$ cat src/hw/rtl/ptd_pkg.sv
// ----------------------------------------------------------------------------
// ptd_pkg
// Shared types, register indexes and constants of the periodic task dispatcher.
// ----------------------------------------------------------------------------
`default_nettype none

package ptd_pkg;

  localparam int unsigned PERIOD_REGS   = 4;
  localparam int unsigned MASK_W        = 4;
  localparam int unsigned TIME_W        = 32;
  localparam int unsigned PERIOD_W      = 16;
  localparam int unsigned THR_W         = 17;
  localparam int unsigned CFG_INDEX_W   = 3;
  localparam int unsigned CFG_DATA_W    = 16;
  localparam int unsigned COUNT_W       = 3;
  localparam int unsigned IN_TDATA_W    = 40;
  localparam int unsigned OUT_TDATA_W   = 16;
  localparam int unsigned NUM_TASKS_DEF = 4;

  localparam logic [PERIOD_W-1:0] PERIOD_RESET = 16'd100;
  localparam logic [COUNT_W-1:0]  ACTIVE_RESET = 3'd4;

  // ceil(2^19 / 3): exact reciprocal of 3 for operands below 2^18
  localparam logic [17:0] RECIP_THIRD = 18'd174763;

  typedef enum logic [CFG_INDEX_W-1:0] {
    REG_PERIOD_TASK_ZERO  = 3'd0,
    REG_PERIOD_TASK_ONE   = 3'd1,
    REG_PERIOD_TASK_TWO   = 3'd2,
    REG_PERIOD_TASK_THREE = 3'd3,
    REG_REALTIME_MASK     = 3'd4,
    REG_ACTIVE_TASKS      = 3'd5
  } cfg_reg_t;

  typedef struct packed {
    logic run;
    logic lag;
    logic trig;
  } lane_res_t;

  // floor(4 * period / 3) = (period * ceil(2^19/3)) >> 17
  function automatic logic [THR_W-1:0] catch_limit(input logic [PERIOD_W-1:0] period);
    logic [PERIOD_W+18-1:0] prod;
    prod = {18'd0, period} * {16'd0, RECIP_THIRD};
    return prod[PERIOD_W+18-1:17];
  endfunction

endpackage

`default_nettype wire

$ cat src/hw/rtl/ptd_lane.sv
// ----------------------------------------------------------------------------
// ptd_lane
// One task slot: holds its start time and decides run, resync and signal use.
// ----------------------------------------------------------------------------
`default_nettype none

module ptd_lane (
  input  wire logic                           clk,
  input  wire logic                           rst,
  input  wire logic                           advance,
  input  wire logic                           enable,
  input  wire logic                           realtime_en,
  input  wire logic                           raised,
  input  wire logic [ptd_pkg::TIME_W-1:0]     now_ms,
  input  wire logic [ptd_pkg::PERIOD_W-1:0]   period,
  input  wire logic [ptd_pkg::THR_W-1:0]      limit,
  output ptd_pkg::lane_res_t                  res
);

  logic [ptd_pkg::TIME_W-1:0] last_start;
  logic [ptd_pkg::TIME_W-1:0] last_start_next;
  logic [ptd_pkg::TIME_W-1:0] elapsed;
  logic                       due;
  logic                       catch_up;

  always_comb begin
    elapsed  = now_ms - last_start;
    due      = enable &&
               ((elapsed >= {{(ptd_pkg::TIME_W-ptd_pkg::PERIOD_W){1'b0}}, period}) || raised);
    catch_up = realtime_en &&
               (elapsed < {{(ptd_pkg::TIME_W-ptd_pkg::THR_W){1'b0}}, limit});
    if (catch_up) begin
      last_start_next = last_start + {{(ptd_pkg::TIME_W-ptd_pkg::PERIOD_W){1'b0}}, period};
    end else begin
      last_start_next = now_ms;
    end
    res.run  = due;
    res.lag  = due && !catch_up;
    res.trig = due && raised;
  end

  always_ff @(posedge clk) begin
    if (rst) begin
      last_start <= '0;
    end else if (advance && due) begin
      last_start <= last_start_next;
    end
  end

endmodule

`default_nettype wire

$ cat src/hw/rtl/periodic_task_dispatcher_unit.sv
// ----------------------------------------------------------------------------
// periodic_task_dispatcher_unit
// Cooperative periodic task dispatcher: one scheduler pass per input transfer.
// ----------------------------------------------------------------------------
// Usage:
//   s_axis carries one pass: the millisecond timestamp and the task signals.
//   m_axis returns exactly one result per pass: run, lagged and triggered
//   masks and an any-run flag. Tasks are evaluated side by side.
//   Each pass moves through the input register, then the result register,
//   before its result is offered on m_axis. Throughput: one pass per cycle
//   while m_axis_tready is high.
//   The start time of each running task is updated when its pass moves
//   from the input register into the result register, so back-to-back
//   passes see the state left by the previous one.
//   cfg_we/cfg_index/cfg_wdata write the period, realtime mask and active
//   count registers; the catch-up limit 4*period/3 is formed at write time.
//   Reset clears all start times to 0, sets periods to 100 ms, the realtime
//   mask to 0 and the active count to 4, and empties both registers.
//   When m_axis_tready is low the result holds and one more pass may wait
//   in the input register; s_axis_tready drops only when both are full.
// ----------------------------------------------------------------------------
`default_nettype none

module periodic_task_dispatcher_unit #(
  parameter int unsigned NUM_TASKS = ptd_pkg::NUM_TASKS_DEF
) (
  input  wire logic                              clk,
  input  wire logic                              rst,
  input  wire logic                              s_axis_tvalid,
  output logic                                   s_axis_tready,
  // [31:0] now_ms, [35:32] signal_mask, [39:36] zero
  input  wire logic [ptd_pkg::IN_TDATA_W-1:0]    s_axis_tdata,
  output logic                                   m_axis_tvalid,
  input  wire logic                              m_axis_tready,
  // [3:0] run_mask, [7:4] lagged_mask, [11:8] triggered_mask, [12] any_run, [15:13] zero
  output logic [ptd_pkg::OUT_TDATA_W-1:0]        m_axis_tdata,
  input  wire logic                              cfg_we,
  input  wire logic [ptd_pkg::CFG_INDEX_W-1:0]   cfg_index,
  input  wire logic [ptd_pkg::CFG_DATA_W-1:0]    cfg_wdata
);

  localparam int unsigned LANES =
    (NUM_TASKS < ptd_pkg::PERIOD_REGS) ? NUM_TASKS : ptd_pkg::PERIOD_REGS;

  logic [ptd_pkg::PERIOD_W-1:0]   period [ptd_pkg::PERIOD_REGS];
  logic [ptd_pkg::THR_W-1:0]      limit  [ptd_pkg::PERIOD_REGS];
  logic [ptd_pkg::MASK_W-1:0]     realtime_mask;
  logic [ptd_pkg::COUNT_W-1:0]    active_tasks;

  logic                           in_valid;
  logic [ptd_pkg::TIME_W-1:0]     in_now;
  logic [ptd_pkg::MASK_W-1:0]     in_sig;
  logic                           out_valid;
  logic [ptd_pkg::OUT_TDATA_W-1:0] out_data;

  logic                           advance;
  logic [ptd_pkg::MASK_W-1:0]     run_mask;
  logic [ptd_pkg::MASK_W-1:0]     lagged_mask;
  logic [ptd_pkg::MASK_W-1:0]     triggered_mask;
  ptd_pkg::lane_res_t             lane_res [LANES];

  // configuration registers
  always_ff @(posedge clk) begin
    if (rst) begin
      for (int i = 0; i < ptd_pkg::PERIOD_REGS; i++) begin
        period[i] <= ptd_pkg::PERIOD_RESET;
        limit[i]  <= ptd_pkg::catch_limit(ptd_pkg::PERIOD_RESET);
      end
      realtime_mask <= '0;
      active_tasks  <= ptd_pkg::ACTIVE_RESET;
    end else if (cfg_we) begin
      unique case (cfg_index)
        ptd_pkg::REG_PERIOD_TASK_ZERO: begin
          period[0] <= cfg_wdata;
          limit[0]  <= ptd_pkg::catch_limit(cfg_wdata);
        end
        ptd_pkg::REG_PERIOD_TASK_ONE: begin
          period[1] <= cfg_wdata;
          limit[1]  <= ptd_pkg::catch_limit(cfg_wdata);
        end
        ptd_pkg::REG_PERIOD_TASK_TWO: begin
          period[2] <= cfg_wdata;
          limit[2]  <= ptd_pkg::catch_limit(cfg_wdata);
        end
        ptd_pkg::REG_PERIOD_TASK_THREE: begin
          period[3] <= cfg_wdata;
          limit[3]  <= ptd_pkg::catch_limit(cfg_wdata);
        end
        ptd_pkg::REG_REALTIME_MASK: begin
          realtime_mask <= cfg_wdata[ptd_pkg::MASK_W-1:0];
        end
        ptd_pkg::REG_ACTIVE_TASKS: begin
          active_tasks <= cfg_wdata[ptd_pkg::COUNT_W-1:0];
        end
        default: begin
        end
      endcase
    end
  end

  assign advance       = in_valid && (!out_valid || m_axis_tready);
  assign s_axis_tready = !in_valid || advance;

  // input register
  always_ff @(posedge clk) begin
    if (rst) begin
      in_valid <= 1'b0;
    end else if (s_axis_tvalid && s_axis_tready) begin
      in_valid <= 1'b1;
    end else if (advance) begin
      in_valid <= 1'b0;
    end
  end

  always_ff @(posedge clk) begin
    if (s_axis_tvalid && s_axis_tready) begin
      in_now <= s_axis_tdata[ptd_pkg::TIME_W-1:0];
      in_sig <= s_axis_tdata[ptd_pkg::TIME_W +: ptd_pkg::MASK_W];
    end
  end

  for (genvar g = 0; g < LANES; g++) begin : g_lane
    ptd_lane u_lane (
      .clk         (clk),
      .rst         (rst),
      .advance     (advance),
      .enable      (active_tasks > ptd_pkg::COUNT_W'(g)),
      .realtime_en (realtime_mask[g]),
      .raised      (in_sig[g]),
      .now_ms      (in_now),
      .period      (period[g]),
      .limit       (limit[g]),
      .res         (lane_res[g])
    );
  end

  always_comb begin
    run_mask       = '0;
    lagged_mask    = '0;
    triggered_mask = '0;
    for (int i = 0; i < LANES; i++) begin
      run_mask[i]       = lane_res[i].run;
      lagged_mask[i]    = lane_res[i].lag;
      triggered_mask[i] = lane_res[i].trig;
    end
  end

  // result register
  always_ff @(posedge clk) begin
    if (rst) begin
      out_valid <= 1'b0;
    end else if (advance) begin
      out_valid <= 1'b1;
    end else if (m_axis_tready) begin
      out_valid <= 1'b0;
    end
  end

  always_ff @(posedge clk) begin
    if (advance) begin
      out_data <= {3'b000, |run_mask, triggered_mask, lagged_mask, run_mask};
    end
  end

  assign m_axis_tvalid = out_valid;
  assign m_axis_tdata  = out_data;

`ifndef SYNTH
  a_any_run_matches : assert property (@(posedge clk) disable iff (rst)
    m_axis_tvalid |-> (m_axis_tdata[12] == (|m_axis_tdata[3:0])))
    else $error("any_run does not match run_mask");

  a_masks_within_run : assert property (@(posedge clk) disable iff (rst)
    m_axis_tvalid |-> (((m_axis_tdata[7:4] & ~m_axis_tdata[3:0]) == 4'd0) &&
                       ((m_axis_tdata[11:8] & ~m_axis_tdata[3:0]) == 4'd0)))
    else $error("lagged or triggered task that did not run");

  a_advance_fills_result : assert property (@(posedge clk) disable iff (rst)
    advance |=> m_axis_tvalid)
    else $error("pass advanced but no result is held");

  a_ready_when_empty : assert property (@(posedge clk) disable iff (rst)
    !in_valid |-> s_axis_tready)
    else $error("input stalled with an empty input register");
`endif

endmodule

`default_nettype wire
$ cat config.mk
export PLATFORM = sky130hd
export DESIGN_NAME = periodic_task_dispatcher_unit
export DESIGN_NICKNAME = d
export VERILOG_FILES = /design/src/hw/rtl/ptd_pkg.sv /design/src/hw/rtl/ptd_lane.sv /design/src/hw/rtl/periodic_task_dispatcher_unit.sv
export SDC_FILE = /design/constraint.sdc
export NUM_CORES = 1
export LEC_CHECK = 0
export ABC_AREA = 1
export BUFFER_PORTS_ARGS = -buffer_cell sky130_fd_sc_hd__buf_2
export CORE_MARGIN = 1
export CORE_UTILIZATION = 50
export CTS_CLUSTER_SIZE = 24
export DETAILED_ROUTE_END_ITERATION = 8
export PLACE_DENSITY = 0.69
export SLEW_MARGIN = 20
export SYNTH_ARGS = -nofsm -noshare
export SYNTH_HDL_FRONTEND = slang
export SYNTH_HIERARCHICAL = 1
export SYNTH_SLANG_ARGS = --single-unit
export TNS_END_PERCENT = 50
$ cat constraint.sdc
create_clock -name clk -period 6.25 [get_ports clk]
set_clock_uncertainty 0.1 [all_clocks]
set_input_delay 0.3125 -clock clk [delete_from_list [all_inputs] [get_ports clk]]
set_output_delay 0.3125 -clock clk [all_outputs]
set_load 0.05 [all_outputs]
==> results of run 1 <==
[state kept, by name (all words and copies together) (netlist names)]
register and count:
g_lane.u_lane/last_start 128, limit 68, period 64, in_now 32
m_axis_tdata 13, in_sig 4, realtime_mask 4, active_tasks 3
in_valid 1, m_axis_tvalid 1
[placed cells by master, fill, tap and decap left out, drive strengths merged]
master	instances
nor4	12
nor3	73
fa	83
nand4	183
nand3	208
a211o	3
ha	429
clkbuf	47
or4	1
buf	131
and2	13
a21boi	1
diode	5
o21bai	16
nor2	763
a21o	19
inv	1175
dfxtp	137
and3	2
nand3b	16
clkinv	31
a211oi	4
clkinvlp	5
edfxtp	181
nand2	2169
o211ai	7
nor3b	4
o2111ai	1
o21ai	78
dlygate4sd3	42
conb	3
o21a	5
or2	2
a21oi	239
xnor2	28
o31ai	3
xor2	138
bufinv	5
a31oi	8
[path summary, 6_finish.rpt]
check	start	end	slack (ns)	cells after the start
worst max-delay path	in_now[13]$_DFFE_PP_	m_axis_tdata[12]$_DFFE_PP_	1.16	22
worst min-delay path	cfg_index[2]	active_tasks[0]$_SDFFE_PP0P_	0.08	4
worst max register to register	in_now[13]$_DFFE_PP_	m_axis_tdata[12]$_DFFE_PP_	1.16	22
worst min register to register	g_lane[3].u_lane/last_start[10]$_SDFFE_PP0P_	g_lane[3].u_lane/last_start[10]$_SDFFE_PP0P_	0.45	4
[routing by layer]
metal,up-vias,wire [um],track usage (%)
li1,19200,-,-
met1,17500,55300,45.1
met2,1567,57800,54.7
met3,287,11100,4.03
met4,0,7470,16.5
met5,-,0,0
[where the power goes]
| group | switching [mW] | total (mW) | internal, mW | leakage, nW |
|---|---|---|---|---|
| Combinational | 5.47 | 8.02 | 2.55 | 19.4 |
| Sequential | 0.183 | 2.58 | 2.40 | 2.87 |
| Clock | 1.09 | 2.56 | 1.47 | 0.688 |
| Total | 6.74 | 13.2 | 6.42 | 23.0 |
[per-stage QoR]
| stage | instance area, um2 | worst slack, ns |
|---|---|---|
| 2_1_floorplan | 38100 | 1.44 |
| 3_3_place_gp | 39500 | 0.772 |
| 3_5_place_dp | 39500 | 0.734 |
| 4_1_cts | 41300 | 1.18 |
| 5_1_grt | 41400 | 0.932 |
| 6_report | 41400 | 1.16 |
[final cells by class]
type / instances / area [um2] / area share [%]
Inverter: 1185 / 4450 / 10.8
Tap cell: 969 / 1210 / 2.93
Timing Repair Buffer: 173 / 1230 / 2.98
Sequential cell: 318 / 8180 / 19.8
Clock buffer: 47 / 1070 / 2.59
Multi-Input combinational cell: 4511 / 24800 / 60.0
Clock inverter: 31 / 374 / 0.904
Antenna cell: 5 / 12.5 / 0.0302
[cell families after synthesis]
kind of cell / count (synthesis) / synth area share, %
and+or+nand+nor: 3446 / 37.3
DFF: 318 / 21.5
other: 1 / 0.00984
AOI/OAI and AO/OA: 384 / 5.50
xor gates and xnor gates: 166 / 3.84
adders and majority gates: 512 / 18.4
buffers and inverters: 1289 / 13.4
[worst min-delay path: stages]
cell     delay (ns)
buf_2          0.12
nand2_1        0.08
nor2_1         0.09
a21oi_1        0.14
==> metrics, run 1 <==
status=completed; final slew viol count=0; ANT nets after route=0; number of global-route vias before repair=roughly 36000; Crit path buffers/inverters=3; Crit path top cell by count=nand2_1; crit path time final=slightly above 5 ns; Hold Buf Count CTS=42; root buffer cell=clkbuf_16; Crit Path Class=reg -> reg; Site Rows=100; placed insts=7113; highest clock rate=between 150 and 200 MHz; Lkg Pwr=23.0 nW; clock latency on the worst-skew pair=~0.6 ns; Syn Inst Count=6116; average wire per cell in the routed design=about 18 um; number of distinct library cells after synthesis=50; layout cell share with drive strength beyond 1=4.82%; Crit. End Element=flop; hold slack=0.0793 ns; Total Die Area=just under 80000 um2; Syn Area/Cell=6.23 um2; Post-synth EDFFs=roughly 180; post-CTS setup buffer count=0; startpoint types=flop; Max VDD drop=0.472 mV; Vias/cell=about 5.3; crit-path cells=ha_1 > nand2_1 > nor2_1 > nand2_1 > clkinv_1 > nand2_1 > nand2_1 > xor2_1 > ha_1 > nand2_1 > inv_1 > nand2_1 > nand3_1 > a31oi_1 > nand3_1 > nor2_1 > nand3_1 > nor2_1 > nand2_2 > nand2_1 > inv_1 > or4_1; top cells by area, synth=nand2_1, edfxtp_1, ha_1; fin crit share=roughly four fifths; Tot Pwr=between 10 and 15 mW; largest net degree at the start of global routing=65; Total Nets Final=between 6000 and 7000; first-pass GRT wire length=~200000 um; share of synthesized registers carrying an async set or reset=0%; htree depth=2; hold crit path type=in -> reg; post-CTS sizing=0; total track usage=between 30% and 40%; crit path max-delay cell type=edfxtp_1; chip height=278 um; CORE AREA=approximately 75000 um2; predominant post-synthesis flop cell=edfxtp_1; Worst Path Arrival=5.32 ns; Slew headroom=between 15 and 20%; final hold vios=0; Layout Utilization=55.2%; pwr/cell area=318 nW/um2; CTS tree=yes; post-synth top area cell=nand2_1; DR vias=~39000; # setup viols final=0; Sink Count=between 300 and 400; post-detail-place hpwl=about 100000 um; fillers=about 7600; Yosys Warn Count=6; Max Cap Viol=0; Layout area overhead=8.56%; RSZ-0062 raised after global routing=no; GRT overflow=0; most frequent cell after synthesis=nand2_1; total CTS buffers=between 40 and 50; Initial Utilization=between 50% and 60%; Die X-Extent=around 280 um; CP Max Fanout=5; top-area cell type share of the netlist area=about a fifth; CP delay by family, top=simple AND/OR/NAND/NOR gates; Seq cells post-synth=about 320; mapped cell area=roughly 38000 um2; GPL Wtd Cong=about 0.99; critical path required time=between 6 and 7 ns; DRC errors left=0; maximum clock path buffer count=3; # port buffers=between 70 and 80; Top Ports=82; setup TNS=0 ns; clk slew on worst S/H paths=0.07 ns; Worst Tran Pin Value=1.26 ns; Post-synth top cells=nand2_1, inv_1, nor2_1; Routed WL=about 130000 um; CP peak stage delay=around 0.73 ns; initial antenna violation count=2; fin cells=7239; 1st-pass router iterations=7; post-synthesis sequential area ratio=between 20% and 30%; DR iter-0 viols=between 3000 and 4000
Note: power is estimated with default switching activity, not from simulation.
==> inputs of run 2 (changes only) <==
- PLACE_DENSITY: 0.69 -> 0.71
- clock period: 6.25 -> 4.34 ns (I/O delays scaled with it)
==> run 2 against run 1 <==
  * Worst hold slack worse by 0.031 ns
  * Count of clock-buffer cells in the layout up 5
  * Utilization up 5.1 points
  * Total power up 73%
  * First-iteration DRC count up 6.5%
  * Sequential share of layout area down 1.7 points
  * Combinational power up 92%
  * Sequential cell count unchanged
  * Global-route usage up 1.8 points
  * Critical endpoint is now limit[3][11]$_SDFFCE_PN0P_
  * Die area unchanged
  * Largest power group unchanged
==> metrics, run 2 (synthesis results as in run 1) <==
status=completed; Crit. End Element=flop; hold crit path type=in -> reg; Hold Path Origin=cfg_index[0]; post-detail-place hpwl=~110000 um; Worst Tran Pin Value=1.14 ns; max reg flops=~130; critical path required time=roughly 4.5 ns; Crit Path Class=in -> reg; htree depth=2; # setup viols final=0; Worst Path Arrival=4.52 ns; Max VDD drop=0.963 mV; startpoint types=primary input; DR iter-0 viols=about 4100; Top Ports=82; Largest regs=g_lane.u_lane/last_start x128, limit x68, period x64; RSZ-0062 raised after global routing=yes; DRC errors left=0; final hold vios=0; crit path max-delay cell type=fa_2; Total Nets Final=7118; maximum clock path buffer count=3; Initial Utilization=roughly half; ANT nets after route=0; Lkg Pwr=~25 nW; fin crit share=99.7%; Total Die Area=77300 um2; CP peak stage delay=roughly 0.65 ns; setup TNS=0 ns; CTS tree=yes; Max Cap Viol=0; # port buffers=74; crit-path cells=buf_8 > ha_4 > inv_4 > fa_2 > fa_2 > inv_2 > fa_1 > fa_1 > fa_1 > ha_4 > nand2_4 > nor2_4 > inv_2 > nor2_4 > and2_1 > nand2_1 > nand2_1 > nand2_1 > nand2_2 > nor2_1; DR vias=between 40000 and 50000; average wire per cell in the routed design=around 19 um; CP Max Fanout=4; highest clock rate=~230 MHz; Site Rows=100; number of global-route vias before repair=between 30000 and 40000; Die X-Extent=~280 um; Layout area overhead=18.5%; layout cell share with drive strength beyond 1=12.4%; Reg with most FFs=g_lane.u_lane/last_start; largest net degree at the start of global routing=41; Vias/cell=about 5.4; Sink Count=318; GPL Wtd Cong=about 1.0; CORE AREA=between 70000 and 80000 um2; first-pass GRT wire length=about 210000 um; total CTS buffers=41; chip height=approximately 280 um; Most Used Layer, Global Route=met2; met3 GRT Util=under 10%; CP startpoint=cfg_wdata[1]; Slew headroom=between 20% and 30%; 1st-pass router iterations=6; clk slew on worst S/H paths=around 0.06 ns; root buffer cell=clkbuf_16; GR Layer Usage met1=between 40 and 50%; pwr/cell area=504 nW/um2; Routed WL=about 140000 um; final slew viol count=0; most common cell after layout, fill and taps aside=nand2_1; total track usage=between 30 and 40%; GRT overflow=0; commonest non-fill, non-tap cells in the layout=nand2_1, inv_1, nor2_1; Tot Pwr=22.8 mW; worst r2r src=in_now[7]$_DFFE_PP_; crit path time final=approximately 4.3 ns; grt met2 use=between 50% and 60%; initial antenna violation count=4; clock latency on the worst-skew pair=just under 0.6 ns
-- run 2: changes by cell type in the layout (fill, tap and decap cells not counted), sizes merged --
cell and change:
clkbuf +10, buf +307, diode -1, inv +1
clkinvlp -1, clkinv -7
-- run 2: cell type report --
type,count,area [um2]
clock buffer,52,1140
antenna,4,10.0
clock inverter,24,280
inverter,1185,4470
tap,969,1210
sequential,318,8180
timing repair buffer,485,3950
multi-input combinational,4511,25900
fill,7192,29800
-- run 2: report_power, final --
group	switching, mW	total [mW]	leakage [nW]	internal [mW]
sequential	0.240	3.70	2.87	3.46
combinational	9.46	15.4	21.2	5.92
clock	1.51	3.69	0.685	2.18
-- run 2: final timing paths --
kind | end | slack (ns) | depth (start not counted)
max | limit[3][11]$_SDFFCE_PN0P_ | 0.01 | 20
min | active_tasks[2]$_SDFFE_PP1P_ | 0.05 | 5
max reg2reg | m_axis_tdata[12]$_DFFE_PP_ | 0.08 | 22
min reg2reg | m_axis_tvalid$_SDFFE_PP0P_ | 0.44 | 2
-- run 2: what timing repair did --
item,CTS,global route
hold endpoints to repair,41,0
hold buffers,42,0
endpoints found under the setup margin,23,197
pin swaps,4,77
setup buffers,3,18
resized for setup,5,217
gates cloned,0,5
-- run 2: per-stage QoR --
stage          setup WS (ns)  utilization (%)  instance area (um2)  hold WS [ns]  std cells
3_5_place_dp          -0.631             56.1                42000         0.296       7400
5_1_grt               -0.147             60.3                45200        0.0575       7547
2_1_floorplan         -0.175                -                38300         0.186       6118
6_report              0.0138             60.3                45200        0.0487       7548
3_3_place_gp          -0.602             56.1                42000         0.295       7400
4_1_cts             0.000316             58.6                43900      0.000332       7521
-- run 2: routing by layer --
metal  part of all wire [%]  vias up  wire length (um)
li1                       -    19800                 -
met1                     41    18300             57100
met2                     43     1826             60200
met3                    9.9      396             13900
met4                    6.9        0              9760
met5                      0        -                 0
-- run 2: worst max-delay path, delay by kind of cell --
family        cells  cell delay (ns)
fa+ha+maj         7             3.21
buf+inv           4             0.24
simple gates      9             0.86
